`config.mk`:
```
export PLATFORM = sky130hd
export DESIGN_NAME = joystick_trim_calibrate_flat
export DESIGN_NICKNAME = d
export VERILOG_FILES = /design/src/hdl/jtc_pkg.sv /design/src/hdl/jtc_in_if.sv /design/src/hdl/jtc_out_if.sv /design/src/hdl/jtc_lane.sv /design/src/hdl/jtc_merge.sv /design/src/hdl/joystick_trim_calibrate.sv /design/src/flat_wrapper.sv
export VERILOG_INCLUDE_DIRS = /design/src /design/src/hdl
export SDC_FILE = /design/constraint.sdc
export NUM_CORES = 2
export LEC_CHECK = 0
export BUFFER_PORTS_ARGS = -buffer_cell sky130_fd_sc_hd__buf_2
export CORE_ASPECT_RATIO = 1.5
export CORE_MARGIN = 3
export CORE_UTILIZATION = 55
export CTS_CLUSTER_DIAMETER = 40
export DETAILED_ROUTE_END_ITERATION = 6
export GPL_ROUTABILITY_DRIVEN = 0
export PLACE_DENSITY = 0.75
export SETUP_SLACK_MARGIN = 0.5
export SYNTH_ARGS = -nofsm -noshare
export SYNTH_HDL_FRONTEND = slang
export SYNTH_SLANG_ARGS = --single-unit
```
`constraint.sdc`:
```
create_clock -name clk -period 8 [get_ports clk]
set_clock_uncertainty 0.05 [all_clocks]
set_input_delay 2.4 -clock clk [delete_from_list [all_inputs] [get_ports clk]]
set_output_delay 2.4 -clock clk [all_outputs]
set_load 0.05 [all_outputs]
```
`src/hdl/joystick_trim_calibrate_macros.svh`:
```
// Assertion macros used by the jtc_merge stage of the joystick conditioning RTL.
// Each macro expects signals named clk and rst_n in the using module.
`ifndef JOYSTICK_TRIM_CALIBRATE_MACROS_SVH
`define JOYSTICK_TRIM_CALIBRATE_MACROS_SVH

// Condition that must hold at every clock edge outside reset.
`define JTC_ASSERT(label, cond, msg) \
  label: assert property (@(posedge clk) disable iff (!rst_n) (cond)) else $error(msg);

// Condition that must hold in the cycle after the trigger.
`define JTC_ASSERT_NEXT(label, trig, cons, msg) \
  label: assert property (@(posedge clk) disable iff (!rst_n) (trig) |=> (cons)) else $error(msg);

`endif

```
`src/hdl/jtc_pkg.sv`:
```
// Shared types and constants for the joystick trim and calibration block.
// No dependencies; used by the interfaces, lanes, merge stage and top level.
package jtc_pkg;

  localparam int SCALE_MAX = 1000;
  localparam int CENTER    = 500;
  localparam int LIMIT     = 1000;

  localparam int VAL_W  = 10;
  localparam int OFF_W  = 12;
  localparam int TRIM_W = 12;
  localparam int STEP_W = 7;
  localparam int KEY_W  = 3;

  localparam logic [STEP_W-1:0] STEP_RESET = 7'd10;

  localparam int NUM_LANES = 4;
  localparam int LANE_THR  = 0;
  localparam int LANE_YAW  = 1;
  localparam int LANE_PIT  = 2;
  localparam int LANE_ROL  = 3;

  localparam int CFG_AW = 3;
  localparam int CFG_DW = 32;
  localparam logic REG_TRIM_STEP = 1'b0;

  localparam logic REQ_KEY = 1'b1;

  typedef enum logic [KEY_W-1:0] {
    KEY_NONE    = 3'd0,
    KEY_UP      = 3'd1,
    KEY_DN      = 3'd2,
    KEY_LT      = 3'd3,
    KEY_RT      = 3'd4,
    KEY_LX      = 3'd5,
    KEY_RX      = 3'd6,
    KEY_RX_LONG = 3'd7
  } key_code_t;

  typedef struct packed {
    logic ld1;
    logic ld2;
    logic accum;
    logic clear;
    logic fin1;
    logic fin2;
  } lane_ctl_t;

endpackage

```
`src/hdl/jtc_in_if.sv`:
```
// Request channel carrying stick samples and key events.
// Depends on jtc_pkg for the key code width.
interface jtc_in_if #(
  parameter int ADC_BITS = 12
) ();
  logic                        valid;
  logic                        ready;
  logic                        req_type;
  logic [ADC_BITS-1:0]         adc_throttle;
  logic [ADC_BITS-1:0]         adc_yaw;
  logic [ADC_BITS-1:0]         adc_pitch;
  logic [ADC_BITS-1:0]         adc_roll;
  logic [jtc_pkg::KEY_W-1:0]   key_code;

  modport source (
    output valid, req_type, adc_throttle, adc_yaw, adc_pitch, adc_roll, key_code,
    input  ready
  );
  modport sink (
    input  valid, req_type, adc_throttle, adc_yaw, adc_pitch, adc_roll, key_code,
    output ready
  );
endinterface

```
`src/hdl/jtc_out_if.sv`:
```
// Result channel carrying the conditioned stick values and status flags.
// Depends on jtc_pkg for the value width.
interface jtc_out_if ();
  logic                      valid;
  logic                      ready;
  logic [jtc_pkg::VAL_W-1:0] throttle_out;
  logic [jtc_pkg::VAL_W-1:0] yaw_out;
  logic [jtc_pkg::VAL_W-1:0] pitch_out;
  logic [jtc_pkg::VAL_W-1:0] roll_out;
  logic                      shutdown_flag;
  logic                      hold_height_flag;
  logic                      calibrating;

  modport source (
    output valid, throttle_out, yaw_out, pitch_out, roll_out,
           shutdown_flag, hold_height_flag, calibrating,
    input  ready
  );
  modport sink (
    input  valid, throttle_out, yaw_out, pitch_out, roll_out,
           shutdown_flag, hold_height_flag, calibrating,
    output ready
  );
endinterface

```
`src/hdl/jtc_lane.sv`:
```
// One stick channel: scaling pipeline, offset and trim, zero-offset calibration.
// Depends on jtc_pkg; controlled by jtc_merge through a lane_ctl_t bundle.
module jtc_lane #(
  parameter int ADC_BITS    = 12,
  parameter int CAL_SAMPLES = 10
) (
  input  logic                               clk,
  input  logic                               rst_n,
  input  jtc_pkg::lane_ctl_t                 ctl,
  input  logic                               center_en,
  input  logic [ADC_BITS-1:0]                adc,
  input  logic signed [jtc_pkg::TRIM_W-1:0]  trim,
  output logic [jtc_pkg::VAL_W-1:0]          val
);

  localparam int VW   = jtc_pkg::VAL_W;
  localparam int XW   = ADC_BITS + 10;
  localparam int DIV  = (1 << ADC_BITS) - 1;
  localparam int SS   = XW + ADC_BITS;
  localparam logic [63:0] SM = ((64'd1 << SS) + 64'(DIV) - 64'd1) / 64'(DIV);
  localparam int SMW  = XW + 1;
  localparam int PW   = XW + SMW;

  localparam int MAGW = $clog2(CAL_SAMPLES * jtc_pkg::SCALE_MAX + 1);
  localparam int SUMW = MAGW + 1;
  localparam int CS   = MAGW + $clog2(CAL_SAMPLES);
  localparam logic [63:0] CM =
    ((64'd1 << CS) + 64'(CAL_SAMPLES) - 64'd1) / 64'(CAL_SAMPLES);
  localparam int CMW  = MAGW + 1;
  localparam int CPW  = MAGW + CMW;

  localparam int SVW  = 14;

  logic [XW-1:0]                 prod_r;
  logic [VW-1:0]                 scl_r;
  logic signed [jtc_pkg::OFF_W-1:0] off_r;
  logic signed [SUMW-1:0]        sum_r;
  logic [VW-1:0]                 q_r;
  logic                          neg_r;

  logic [XW-1:0]                 prod_nxt;
  logic [PW-1:0]                 sprod;
  logic [VW-1:0]                 scl_nxt;
  logic signed [SVW-1:0]         sv;
  logic signed [SUMW-1:0]        dev;
  logic [MAGW-1:0]               mag;
  logic [CPW-1:0]                cprod;
  logic signed [SVW-1:0]         qs;
  logic signed [SVW-1:0]         onew;
  logic signed [jtc_pkg::OFF_W-1:0] off_nxt;

  always_comb begin
    prod_nxt = XW'(adc) * XW'(jtc_pkg::SCALE_MAX);
    sprod    = PW'(prod_r) * PW'(SM[SMW-1:0]);
    scl_nxt  = VW'(jtc_pkg::SCALE_MAX) - sprod[SS +: VW];
  end

  always_comb begin
    sv = $signed({4'b0, scl_r}) - SVW'(off_r) + SVW'(trim);
    if (sv < 0) begin
      val = '0;
    end else if (sv > SVW'(jtc_pkg::SCALE_MAX)) begin
      val = VW'(jtc_pkg::SCALE_MAX);
    end else begin
      val = sv[VW-1:0];
    end
    dev = SUMW'($signed({1'b0, val})) - (center_en ? SUMW'(jtc_pkg::CENTER) : '0);
  end

  always_comb begin
    mag   = sum_r[SUMW-1] ? MAGW'(-sum_r) : MAGW'(sum_r);
    cprod = CPW'(mag) * CPW'(CM[CMW-1:0]);
    qs    = SVW'($signed({1'b0, q_r}));
    onew  = SVW'(off_r) + (neg_r ? -qs : qs);
    if (onew > SVW'(jtc_pkg::LIMIT)) begin
      off_nxt = jtc_pkg::OFF_W'(jtc_pkg::LIMIT);
    end else if (onew < -SVW'(jtc_pkg::LIMIT)) begin
      off_nxt = -jtc_pkg::OFF_W'(jtc_pkg::LIMIT);
    end else begin
      off_nxt = onew[jtc_pkg::OFF_W-1:0];
    end
  end

  always_ff @(posedge clk) begin
    if (ctl.ld1) begin
      prod_r <= prod_nxt;
    end
    if (ctl.ld2) begin
      scl_r <= scl_nxt;
    end
    if (ctl.fin1) begin
      q_r   <= cprod[CS +: VW];
      neg_r <= sum_r[SUMW-1];
    end
  end

  always_ff @(posedge clk) begin
    if (!rst_n) begin
      off_r <= '0;
      sum_r <= '0;
    end else begin
      if (ctl.clear || ctl.fin2) begin
        sum_r <= '0;
      end else if (ctl.accum) begin
        sum_r <= sum_r + dev;
      end
      if (ctl.fin2) begin
        off_r <= off_nxt;
      end
    end
  end

endmodule

```
`src/hdl/jtc_merge.sv`:
```
// Item pipeline control, key handling, calibration sequencing and result register.
// Depends on jtc_pkg, jtc_in_if, jtc_out_if and the assertion macro header.
`include "joystick_trim_calibrate_macros.svh"

module jtc_merge #(
  parameter int CAL_SAMPLES = 10
) (
  input  logic                              clk,
  input  logic                              rst_n,
  jtc_in_if.sink                            in_chan,
  jtc_out_if.source                         out_chan,
  input  logic [jtc_pkg::STEP_W-1:0]        trim_step,
  input  logic [jtc_pkg::VAL_W-1:0]         lane_val [jtc_pkg::NUM_LANES],
  output jtc_pkg::lane_ctl_t                ctl,
  output logic signed [jtc_pkg::TRIM_W-1:0] pitch_trim,
  output logic signed [jtc_pkg::TRIM_W-1:0] roll_trim
);

  localparam int CW = $clog2(CAL_SAMPLES + 1);
  localparam int TW = jtc_pkg::TRIM_W;

  logic                   p1_v_r, p2_v_r;
  logic                   p1_key_r, p2_key_r;
  jtc_pkg::key_code_t     p1_code_r, p2_code_r;
  logic                   out_v_r;
  logic [jtc_pkg::VAL_W-1:0] out_val_r [jtc_pkg::NUM_LANES];
  logic                   out_shut_r, out_hold_r, out_cal_r;
  logic signed [TW-1:0]   pitch_r, roll_r;
  logic signed [TW-1:0]   pitch_nxt, roll_nxt;
  logic                   shut_r, hold_r, cal_r;
  logic                   shut_nxt, hold_nxt, cal_nxt;
  logic [CW-1:0]          cnt_r, cnt_nxt;
  logic                   fin1_r, fin2_r;

  logic                   busy, proc, smp, kp, last, ld1, ld2, in_ready;
  logic signed [TW:0]     stp;
  logic                   trim_ok;

  function automatic logic signed [TW-1:0] trim_sat(input logic signed [TW:0] x);
    if (x > (TW+1)'(jtc_pkg::LIMIT)) begin
      return TW'(jtc_pkg::LIMIT);
    end else if (x < -(TW+1)'(jtc_pkg::LIMIT)) begin
      return -TW'(jtc_pkg::LIMIT);
    end
    return x[TW-1:0];
  endfunction

  always_comb begin
    busy     = fin1_r || fin2_r;
    proc     = p2_v_r && !busy && (p2_key_r || !out_v_r || out_chan.ready);
    smp      = proc && !p2_key_r;
    kp       = proc && p2_key_r && !cal_r;
    last     = smp && cal_r && (cnt_r == CW'(CAL_SAMPLES - 1));
    ld2      = p1_v_r && (!p2_v_r || proc);
    in_ready = !p1_v_r || ld2;
    ld1      = in_chan.valid && in_ready;
    stp      = $signed({{(TW + 1 - jtc_pkg::STEP_W){1'b0}}, trim_step});
  end

  always_comb begin
    ctl.ld1   = ld1;
    ctl.ld2   = ld2;
    ctl.accum = smp && cal_r;
    ctl.clear = kp && (p2_code_r == jtc_pkg::KEY_RX_LONG);
    ctl.fin1  = fin1_r;
    ctl.fin2  = fin2_r;
  end

  always_comb begin
    pitch_nxt = pitch_r;
    roll_nxt  = roll_r;
    shut_nxt  = shut_r;
    hold_nxt  = hold_r;
    cal_nxt   = cal_r;
    cnt_nxt   = cnt_r;
    if (kp) begin
      unique case (p2_code_r)
        jtc_pkg::KEY_NONE:  ;
        jtc_pkg::KEY_UP:    pitch_nxt = trim_sat((TW+1)'(pitch_r) + stp);
        jtc_pkg::KEY_DN:    pitch_nxt = trim_sat((TW+1)'(pitch_r) - stp);
        jtc_pkg::KEY_LT:    roll_nxt  = trim_sat((TW+1)'(roll_r) - stp);
        jtc_pkg::KEY_RT:    roll_nxt  = trim_sat((TW+1)'(roll_r) + stp);
        jtc_pkg::KEY_LX:    shut_nxt  = 1'b1;
        jtc_pkg::KEY_RX:    hold_nxt  = 1'b1;
        jtc_pkg::KEY_RX_LONG: begin
          pitch_nxt = '0;
          roll_nxt  = '0;
          cnt_nxt   = '0;
          cal_nxt   = 1'b1;
        end
      endcase
    end else if (smp && cal_r) begin
      if (last) begin
        cnt_nxt = '0;
        cal_nxt = 1'b0;
      end else begin
        cnt_nxt = cnt_r + CW'(1);
      end
    end
  end

  always_ff @(posedge clk) begin
    if (!rst_n) begin
      p1_v_r  <= 1'b0;
      p2_v_r  <= 1'b0;
      out_v_r <= 1'b0;
      pitch_r <= '0;
      roll_r  <= '0;
      shut_r  <= 1'b0;
      hold_r  <= 1'b0;
      cal_r   <= 1'b0;
      cnt_r   <= '0;
      fin1_r  <= 1'b0;
      fin2_r  <= 1'b0;
    end else begin
      if (ld1) begin
        p1_v_r <= 1'b1;
      end else if (ld2) begin
        p1_v_r <= 1'b0;
      end
      if (ld2) begin
        p2_v_r <= 1'b1;
      end else if (proc) begin
        p2_v_r <= 1'b0;
      end
      if (smp) begin
        out_v_r <= 1'b1;
      end else if (out_chan.ready) begin
        out_v_r <= 1'b0;
      end
      pitch_r <= pitch_nxt;
      roll_r  <= roll_nxt;
      shut_r  <= shut_nxt;
      hold_r  <= hold_nxt;
      cal_r   <= cal_nxt;
      cnt_r   <= cnt_nxt;
      fin1_r  <= last;
      fin2_r  <= fin1_r;
    end
  end

  always_ff @(posedge clk) begin
    if (ld1) begin
      p1_key_r  <= in_chan.req_type;
      p1_code_r <= jtc_pkg::key_code_t'(in_chan.key_code);
    end
    if (ld2) begin
      p2_key_r  <= p1_key_r;
      p2_code_r <= p1_code_r;
    end
    if (smp) begin
      out_val_r  <= lane_val;
      out_shut_r <= shut_r;
      out_hold_r <= hold_r;
      out_cal_r  <= cal_r;
    end
  end

  assign in_chan.ready             = in_ready;
  assign out_chan.valid            = out_v_r;
  assign out_chan.throttle_out     = out_val_r[jtc_pkg::LANE_THR];
  assign out_chan.yaw_out          = out_val_r[jtc_pkg::LANE_YAW];
  assign out_chan.pitch_out        = out_val_r[jtc_pkg::LANE_PIT];
  assign out_chan.roll_out         = out_val_r[jtc_pkg::LANE_ROL];
  assign out_chan.shutdown_flag    = out_shut_r;
  assign out_chan.hold_height_flag = out_hold_r;
  assign out_chan.calibrating      = out_cal_r;
  assign pitch_trim                = pitch_r;
  assign roll_trim                 = roll_r;

  assign trim_ok = (pitch_r <= TW'(jtc_pkg::LIMIT)) && (pitch_r >= -TW'(jtc_pkg::LIMIT)) &&
                   (roll_r <= TW'(jtc_pkg::LIMIT)) && (roll_r >= -TW'(jtc_pkg::LIMIT));

  `JTC_ASSERT_NEXT(a_fin_seq, fin1_r, fin2_r && !fin1_r && !cal_r, "Offset update broken.")
  `JTC_ASSERT(a_fin_quiet, !busy || (!cal_r && !proc), "Item processed during offset update.")
  `JTC_ASSERT_NEXT(a_sample_out, smp, out_v_r, "Processed sample left no result.")
  `JTC_ASSERT(a_cnt_range, cnt_r < CW'(CAL_SAMPLES), "Calibration count out of range.")
  `JTC_ASSERT(a_trim_range, trim_ok, "Trim beyond limit.")

endmodule

```
`src/hdl/joystick_trim_calibrate.sv`:
```
// Top level of the joystick trim and calibration block: APB register and lanes.
// Depends on jtc_pkg, jtc_in_if, jtc_out_if, jtc_lane and jtc_merge.
//
//  Channel   Direction  Handshake            Carries
//  in_chan   sink       valid/ready          sample readings or key event
//  out_chan  source     valid/ready          conditioned sticks and flags
//  cfg_*     slave      APB psel/penable     trim_step register
//
// One request is taken per cycle while nothing stalls; samples pass p1 and p2 to the result.
// The four lanes scale in two pipeline stages; state is read and written in the merge stage.
// The last calibration sample holds the merge stage through the fin1 and fin2 offset update.
// Synchronous reset clears control state at once, with no clearing pass; data is not reset.
// While the result waits, up to two more requests are buffered before in_chan.ready falls.
module joystick_trim_calibrate #(
  parameter int CAL_SAMPLES = 10,
  parameter int ADC_BITS    = 12
) (
  input  logic                         clk,
  input  logic                         rst_n,
  jtc_in_if.sink                       in_chan,
  jtc_out_if.source                    out_chan,
  input  logic                         cfg_psel,
  input  logic                         cfg_penable,
  input  logic                         cfg_pwrite,
  input  logic [jtc_pkg::CFG_AW-1:0]   cfg_paddr,
  input  logic [jtc_pkg::CFG_DW-1:0]   cfg_pwdata,
  output logic [jtc_pkg::CFG_DW-1:0]   cfg_prdata,
  output logic                         cfg_pready
);

  logic [jtc_pkg::STEP_W-1:0]        trim_step_r;
  logic                              reg_hit;
  jtc_pkg::lane_ctl_t                ctl;
  logic signed [jtc_pkg::TRIM_W-1:0] pitch_trim, roll_trim;
  logic [ADC_BITS-1:0]               lane_adc   [jtc_pkg::NUM_LANES];
  logic signed [jtc_pkg::TRIM_W-1:0] lane_trim  [jtc_pkg::NUM_LANES];
  logic                              lane_ctr   [jtc_pkg::NUM_LANES];
  logic [jtc_pkg::VAL_W-1:0]         lane_val   [jtc_pkg::NUM_LANES];

  assign reg_hit    = (cfg_paddr[jtc_pkg::CFG_AW-1] == jtc_pkg::REG_TRIM_STEP);
  assign cfg_pready = 1'b1;
  assign cfg_prdata = reg_hit ? jtc_pkg::CFG_DW'(trim_step_r) : '0;

  always_ff @(posedge clk) begin
    if (!rst_n) begin
      trim_step_r <= jtc_pkg::STEP_RESET;
    end else if (cfg_psel && cfg_penable && cfg_pwrite && reg_hit) begin
      trim_step_r <= cfg_pwdata[jtc_pkg::STEP_W-1:0];
    end
  end

  assign lane_adc[jtc_pkg::LANE_THR]  = in_chan.adc_throttle;
  assign lane_adc[jtc_pkg::LANE_YAW]  = in_chan.adc_yaw;
  assign lane_adc[jtc_pkg::LANE_PIT]  = in_chan.adc_pitch;
  assign lane_adc[jtc_pkg::LANE_ROL]  = in_chan.adc_roll;
  assign lane_trim[jtc_pkg::LANE_THR] = '0;
  assign lane_trim[jtc_pkg::LANE_YAW] = '0;
  assign lane_trim[jtc_pkg::LANE_PIT] = pitch_trim;
  assign lane_trim[jtc_pkg::LANE_ROL] = roll_trim;
  assign lane_ctr[jtc_pkg::LANE_THR]  = 1'b0;
  assign lane_ctr[jtc_pkg::LANE_YAW]  = 1'b1;
  assign lane_ctr[jtc_pkg::LANE_PIT]  = 1'b1;
  assign lane_ctr[jtc_pkg::LANE_ROL]  = 1'b1;

  for (genvar g = 0; g < jtc_pkg::NUM_LANES; g++) begin : g_lane
    jtc_lane #(
      .ADC_BITS    (ADC_BITS),
      .CAL_SAMPLES (CAL_SAMPLES)
    ) u_lane (
      .clk       (clk),
      .rst_n     (rst_n),
      .ctl       (ctl),
      .center_en (lane_ctr[g]),
      .adc       (lane_adc[g]),
      .trim      (lane_trim[g]),
      .val       (lane_val[g])
    );
  end

  jtc_merge #(
    .CAL_SAMPLES (CAL_SAMPLES)
  ) u_merge (
    .clk        (clk),
    .rst_n      (rst_n),
    .in_chan    (in_chan),
    .out_chan   (out_chan),
    .trim_step  (trim_step_r),
    .lane_val   (lane_val),
    .ctl        (ctl),
    .pitch_trim (pitch_trim),
    .roll_trim  (roll_trim)
  );

endmodule

```
`src/flat_wrapper.sv`:
```
// flat-port wrapper written by rule: the top's interface ports become plain ports
module joystick_trim_calibrate_flat 
#(
  parameter int CAL_SAMPLES = 10,
  parameter int ADC_BITS    = 12
)
  (clk, rst_n, cfg_psel, cfg_penable, cfg_pwrite, cfg_paddr, cfg_pwdata, cfg_prdata, cfg_pready, in_chan_valid, in_chan_req_type, in_chan_adc_throttle, in_chan_adc_yaw, in_chan_adc_pitch, in_chan_adc_roll, in_chan_key_code, in_chan_ready, out_chan_valid, out_chan_throttle_out, out_chan_yaw_out, out_chan_pitch_out, out_chan_roll_out, out_chan_shutdown_flag, out_chan_hold_height_flag, out_chan_calibrating, out_chan_ready);
  jtc_in_if #(.ADC_BITS(ADC_BITS)) in_chan_i ();
  jtc_out_if out_chan_i ();
  input  logic clk;
  input  logic rst_n;
  input  logic cfg_psel;
  input  logic cfg_penable;
  input  logic cfg_pwrite;
  input  logic [jtc_pkg::CFG_AW-1:0] cfg_paddr;
  input  logic [jtc_pkg::CFG_DW-1:0] cfg_pwdata;
  output logic [jtc_pkg::CFG_DW-1:0] cfg_prdata;
  output logic cfg_pready;
  input wire logic [$bits(in_chan_i.valid)-1:0] in_chan_valid;
  input wire logic [$bits(in_chan_i.req_type)-1:0] in_chan_req_type;
  input wire logic [$bits(in_chan_i.adc_throttle)-1:0] in_chan_adc_throttle;
  input wire logic [$bits(in_chan_i.adc_yaw)-1:0] in_chan_adc_yaw;
  input wire logic [$bits(in_chan_i.adc_pitch)-1:0] in_chan_adc_pitch;
  input wire logic [$bits(in_chan_i.adc_roll)-1:0] in_chan_adc_roll;
  input wire logic [$bits(in_chan_i.key_code)-1:0] in_chan_key_code;
  output wire logic [$bits(in_chan_i.ready)-1:0] in_chan_ready;
  output wire logic [$bits(out_chan_i.valid)-1:0] out_chan_valid;
  output wire logic [$bits(out_chan_i.throttle_out)-1:0] out_chan_throttle_out;
  output wire logic [$bits(out_chan_i.yaw_out)-1:0] out_chan_yaw_out;
  output wire logic [$bits(out_chan_i.pitch_out)-1:0] out_chan_pitch_out;
  output wire logic [$bits(out_chan_i.roll_out)-1:0] out_chan_roll_out;
  output wire logic [$bits(out_chan_i.shutdown_flag)-1:0] out_chan_shutdown_flag;
  output wire logic [$bits(out_chan_i.hold_height_flag)-1:0] out_chan_hold_height_flag;
  output wire logic [$bits(out_chan_i.calibrating)-1:0] out_chan_calibrating;
  input wire logic [$bits(out_chan_i.ready)-1:0] out_chan_ready;
  assign in_chan_i.valid = in_chan_valid;
  assign in_chan_i.req_type = in_chan_req_type;
  assign in_chan_i.adc_throttle = in_chan_adc_throttle;
  assign in_chan_i.adc_yaw = in_chan_adc_yaw;
  assign in_chan_i.adc_pitch = in_chan_adc_pitch;
  assign in_chan_i.adc_roll = in_chan_adc_roll;
  assign in_chan_i.key_code = in_chan_key_code;
  assign in_chan_ready = in_chan_i.ready;
  assign out_chan_valid = out_chan_i.valid;
  assign out_chan_throttle_out = out_chan_i.throttle_out;
  assign out_chan_yaw_out = out_chan_i.yaw_out;
  assign out_chan_pitch_out = out_chan_i.pitch_out;
  assign out_chan_roll_out = out_chan_i.roll_out;
  assign out_chan_shutdown_flag = out_chan_i.shutdown_flag;
  assign out_chan_hold_height_flag = out_chan_i.hold_height_flag;
  assign out_chan_calibrating = out_chan_i.calibrating;
  assign out_chan_i.ready = out_chan_ready;
  joystick_trim_calibrate #(.CAL_SAMPLES(CAL_SAMPLES), .ADC_BITS(ADC_BITS)) u_core (.clk(clk), .rst_n(rst_n), .in_chan(in_chan_i), .out_chan(out_chan_i), .cfg_psel(cfg_psel), .cfg_penable(cfg_penable), .cfg_pwrite(cfg_pwrite), .cfg_paddr(cfg_paddr), .cfg_pwdata(cfg_pwdata), .cfg_prdata(cfg_prdata), .cfg_pready(cfg_pready));
endmodule
```
==> impl_metrics.yaml <==
status:
  status: "finished clean"
power:
  vdd_ir_drop_max_mv: 0.197
  combPwrFrac_pct: 54.4
  p_per_area_nw_per_um2: 232
  swShare_pct: 41.8
  clock_power_share_pct: 22.7
  leakage_nw: 27.0
  seqPwrFrac_pct: 22.8
  p_total_mw: 12.5
  p_sw_mw: 5.24
  p_int_mw: 7.29
min_path:
  hold_start: "u_core.u_merge.p1_key_r$_DFFE_PP_"
  min_to: "u_core.u_merge.p2_key_r$_DFFE_PP_"
  hp-class: "register to register"
  holdPathStages: 0
sta:
  clock.fmax_mhz: 137
  grt_setup_unrepaired: "true"
  min_period_ns: 7.29
  hold_viol: 0
  max_slew_margin_pct: 22.9
  fin_crit_sh_pct: 91.1
  setup_viol: 0
  drv_slew: 0
  setup_tns_ns: 0
  tightestPinTransition_ns: 1.15
place:
  dpl.cell_count: 6422
  postPlaceCellArea_um2: 51400
  dp_hpwl_um: 92500
  io_buffer_count: 118
layout:
  areaGrowthSynthToFinish_pct: 9.37
  fillerInstances: 7315
  design_area_um2: 54100
  layout-drive-gt1-share_pct: 7.90
  fin_nets: 6862
  finalNonFillerCells: 6564
  multi_input_area_um2: 37100
  finish.utilization_pct: 60.7
  final-seq-area_um2: 9370
clocking:
  clock_path_buffers: 3
  cts_hold_buf: 0
  insertion_delay_ns: 0.62
  cts_num_sinks: 362
  cts_buffers: 66
  htree_levels: 3
  cts-root-buf: "clkbuf_16"
  path_clk_slew_ns: 0.06
  cts_tree: "done"
critical_path:
  path_delay_family: "adder cells"
  worst_path_max_delay_cell: "fa_1"
  ff2ff_setup_slack_ns: 0.71
  path_cells: "or3_4 > or4_4 > o31ai_4 > xnor2_2 > inv_2 > fa_1 > inv_1 > fa_1 > fa_1 > inv_1 > fa_1 > fa_1 > fa_1 > ha_4 > a21o_1 > a21o_1 > a211oi_2 > a31oi_4 > o41ai_4 > o221ai_2 > buf_4 > a21o_1 > a21oi_2 > xnor2_1"
  worstPathMaxFanout: 6
  path_buf_inv: 4
  crit_type: "register to register"
  path_common_cell: "fa_1"
  end_kind: "register"
  cp_slowest_stage_delay_ns: 0.58
  cp-start-kind: "register"
  rr_startpoint: "u_core.g_lane[1].u_lane.sum_r[6]$_SDFFE_PP0P_"
  crit-reg2reg-capture: "u_core.g_lane[1].u_lane.q_r[7]$_DFFE_PP_"
  cp.arrival_ns: 7.58
  cp.required_ns: 8.30
  rr_worst_depth: 24
grt:
  grt_use_total_pct: 24.2
  grt_pass1_wl_um: 186000
  grt_pass1_vias: 38969
  top_usage_layer: "met2"
  met3_usage_pct: 3.16
  gr-usage-met1_pct: 26.4
  gr-total-overflow: 0
  antenna_found_initial: 8
  grt_max_degree: 72
  grtUsageMet2_pct: 46.2
flow_run:
  max_cap_violations: 0
route:
  finalWirelength_um: 112000
  dr.pass1.iters: 5
  drtIter0Drc: 1632
  detail_route.wl_per_cell_um: 17.1
  ant_nets: 0
  via_per_inst: 5.71
  drc: 0
  vias: 37504
logic_synthesis:
  yosys-top-cells-count: "989 x ha_1, 769 x inv_1, 428 x fa_1"
  async_reset_ff_share_pct: 0
  synth_seq_cells: 362
  ys_warn_count: 0
  yosys_most_used_dff: "edfxtp_1"
  synth-edff-count: 211
  syn_inst: 5183
  syn_area_um2: 49400
  yosys-top-cells-area: "ha_1 25%, fa_1 17%, edfxtp_1 13%, dfxtp_1 6.1%, inv_1 5.8%"
  post-synth-top-area-cell: "ha_1"
  yosysMostFrequentCell: "ha_1"
  ys_types: 106
  syn_area_per_cell_um2: 9.54
  yosysSeqAreaShare_pct: 18.9
  synth_top_area_share_pct: 25.0
floorplan:
  rows: 134
  die-area_um2: 93600
  die_h_um: 373
  core_area_um2: 89000
  io_pins: 172
  die_w_um: 251
  initial_core_util_pct: 55.5
## state kept, by name, summed over array words and instances, names as in the netlist, 3 cells and up
signal,flops
u_core.g_lane.u_lane.prod_r,76
u_core.u_merge.p1_code_r,3
u_core.u_merge.out_chan.pitch_out,10
u_core.u_merge.out_chan.roll_out,10
u_core.u_merge.pitch_trim,12
u_core.u_merge.p2_code_r,3
u_core.g_lane.u_lane.q_r,40
u_core.g_lane.u_lane.off_r,48
u_core.u_merge.roll_trim,12
u_core.trim_step_r,7
u_core.u_merge.cnt_r,4
u_core.u_merge.out_chan.throttle_out,10
u_core.g_lane.u_lane.neg_r,4
u_core.g_lane.u_lane.sum_r,60
u_core.g_lane.u_lane.scl_r,40
u_core.u_merge.out_chan.yaw_out,10
## metrics by stage
step | hold WS [ns] | setup slack (ns)
2_1_floorplan | 0.350 | 0.566
3_3_place_gp | 0.367 | 0.197
3_5_place_dp | 0.357 | 0.0712
4_1_cts | 0.385 | 0.532
5_1_grt | 0.399 | 0.401
6_report | 0.378 | 0.714
## kinds of logic (layout without fill, tap and decap cells)
kind of cell               after synthesis  count (layout)  share of synthesized area, %
adders and majority gates             1417            1417                          42.4
and+or+nand+nor                       1081            1081                          10.6
AOI/OAI and AO/OA                     1058            1058                          14.2
buffers and inverters                  865            1062                          6.80
xor gates and xnor gates               384             384                          6.80
DFF                                    362             362                          18.9
muxes                                   14              14                         0.296
other                                    2              30                        0.0152
## how the worst max path moves through the flow
stage                                                       start                                             end  cells after the start
floorplan           u_core.g_lane[1].u_lane.sum_r[0]$_SDFFE_PP0P_        u_core.g_lane[1].u_lane.q_r[9]$_DFFE_PP_                     23
global placement    u_core.g_lane[0].u_lane.sum_r[2]$_SDFFE_PP0P_        u_core.g_lane[0].u_lane.q_r[9]$_DFFE_PP_                     25
detailed placement  u_core.g_lane[0].u_lane.sum_r[2]$_SDFFE_PP0P_        u_core.g_lane[0].u_lane.q_r[9]$_DFFE_PP_                     25
CTS                 u_core.g_lane[3].u_lane.sum_r[3]$_SDFFE_PP0P_        u_core.g_lane[3].u_lane.q_r[9]$_DFFE_PP_                     22
global route            u_core.u_merge.pitch_trim[1]$_SDFFE_PN0P_  u_core.g_lane[2].u_lane.sum_r[14]$_SDFFE_PP0P_                     28
finish              u_core.g_lane[1].u_lane.sum_r[6]$_SDFFE_PP0P_        u_core.g_lane[1].u_lane.q_r[7]$_DFFE_PP_                     24
## power by group through the flow
stage | registers, mW | clock network (mW) | logic, mW
floorplan | 2.76 | 0 | 5.28
global placement | 2.88 | 0 | 6.46
detailed placement | 2.89 | 0 | 6.73
CTS | 2.86 | 2.90 | 6.80
global route | 2.88 | 2.98 | 7.77
finish | 2.86 | 2.85 | 6.82
## area by class of cell
class	count	share of cell area (%)
inverters	769	5.34
clock buffers	75	3.23
well taps	1156	2.68
multi-input cells	3980	68.6
repair buffers	172	1.84
clock inverters	46	0.942
flip-flops and latches	362	17.3
diodes	4	0.0185
## worst register-to-register path, delay by kind of cell, from the launching register on
kind            cells  cell delay (ns)
fa+ha+maj           7             3.28
compound gates      9             1.88
simple gates        2             0.88
flops               1             0.35
buf+inv             4             0.35
xor+xnor            2             0.24
## layout by cell type (no fill, tap or decap), drive strengths merged, types with 21 or more instances in the layout
cell type	n
nand3	81
ha	989
a31o	21
o31ai	44
or2	29
xnor2	279
a31oi	34
buf	172
nor2	270
and3	34
o21bai	40
o41ai	21
and2	36
fa	428
o21ai	208
or3	36
o211ai	27
a21o	84
clkbuf	75
nand4	25
nand2	301
o21a	49
nor3	107
conb	26
edfxtp	211
inv	784
nor2b	51
nand2b	42
dfxtp	151
a21oi	315
xor2	105
a211oi	44
## timing repair
action | CTS | global route
pin swaps | 11 | 27
resized for setup | 22 | 41
endpoints found under the setup margin | 11 | 20
buffers inserted | 8 | 9
## layer usage
| metal | part of all wire, % | up-vias |
|---|---|---|
| met5 | 0.049 | - |
| met4 | 4.6 | 8 |
| met3 | 4.3 | 292 |
| met2 | 53 | 784 |
| met1 | 38 | 18128 |
| li1 | - | 18292 |
Power figures use the tool's default switching activity.
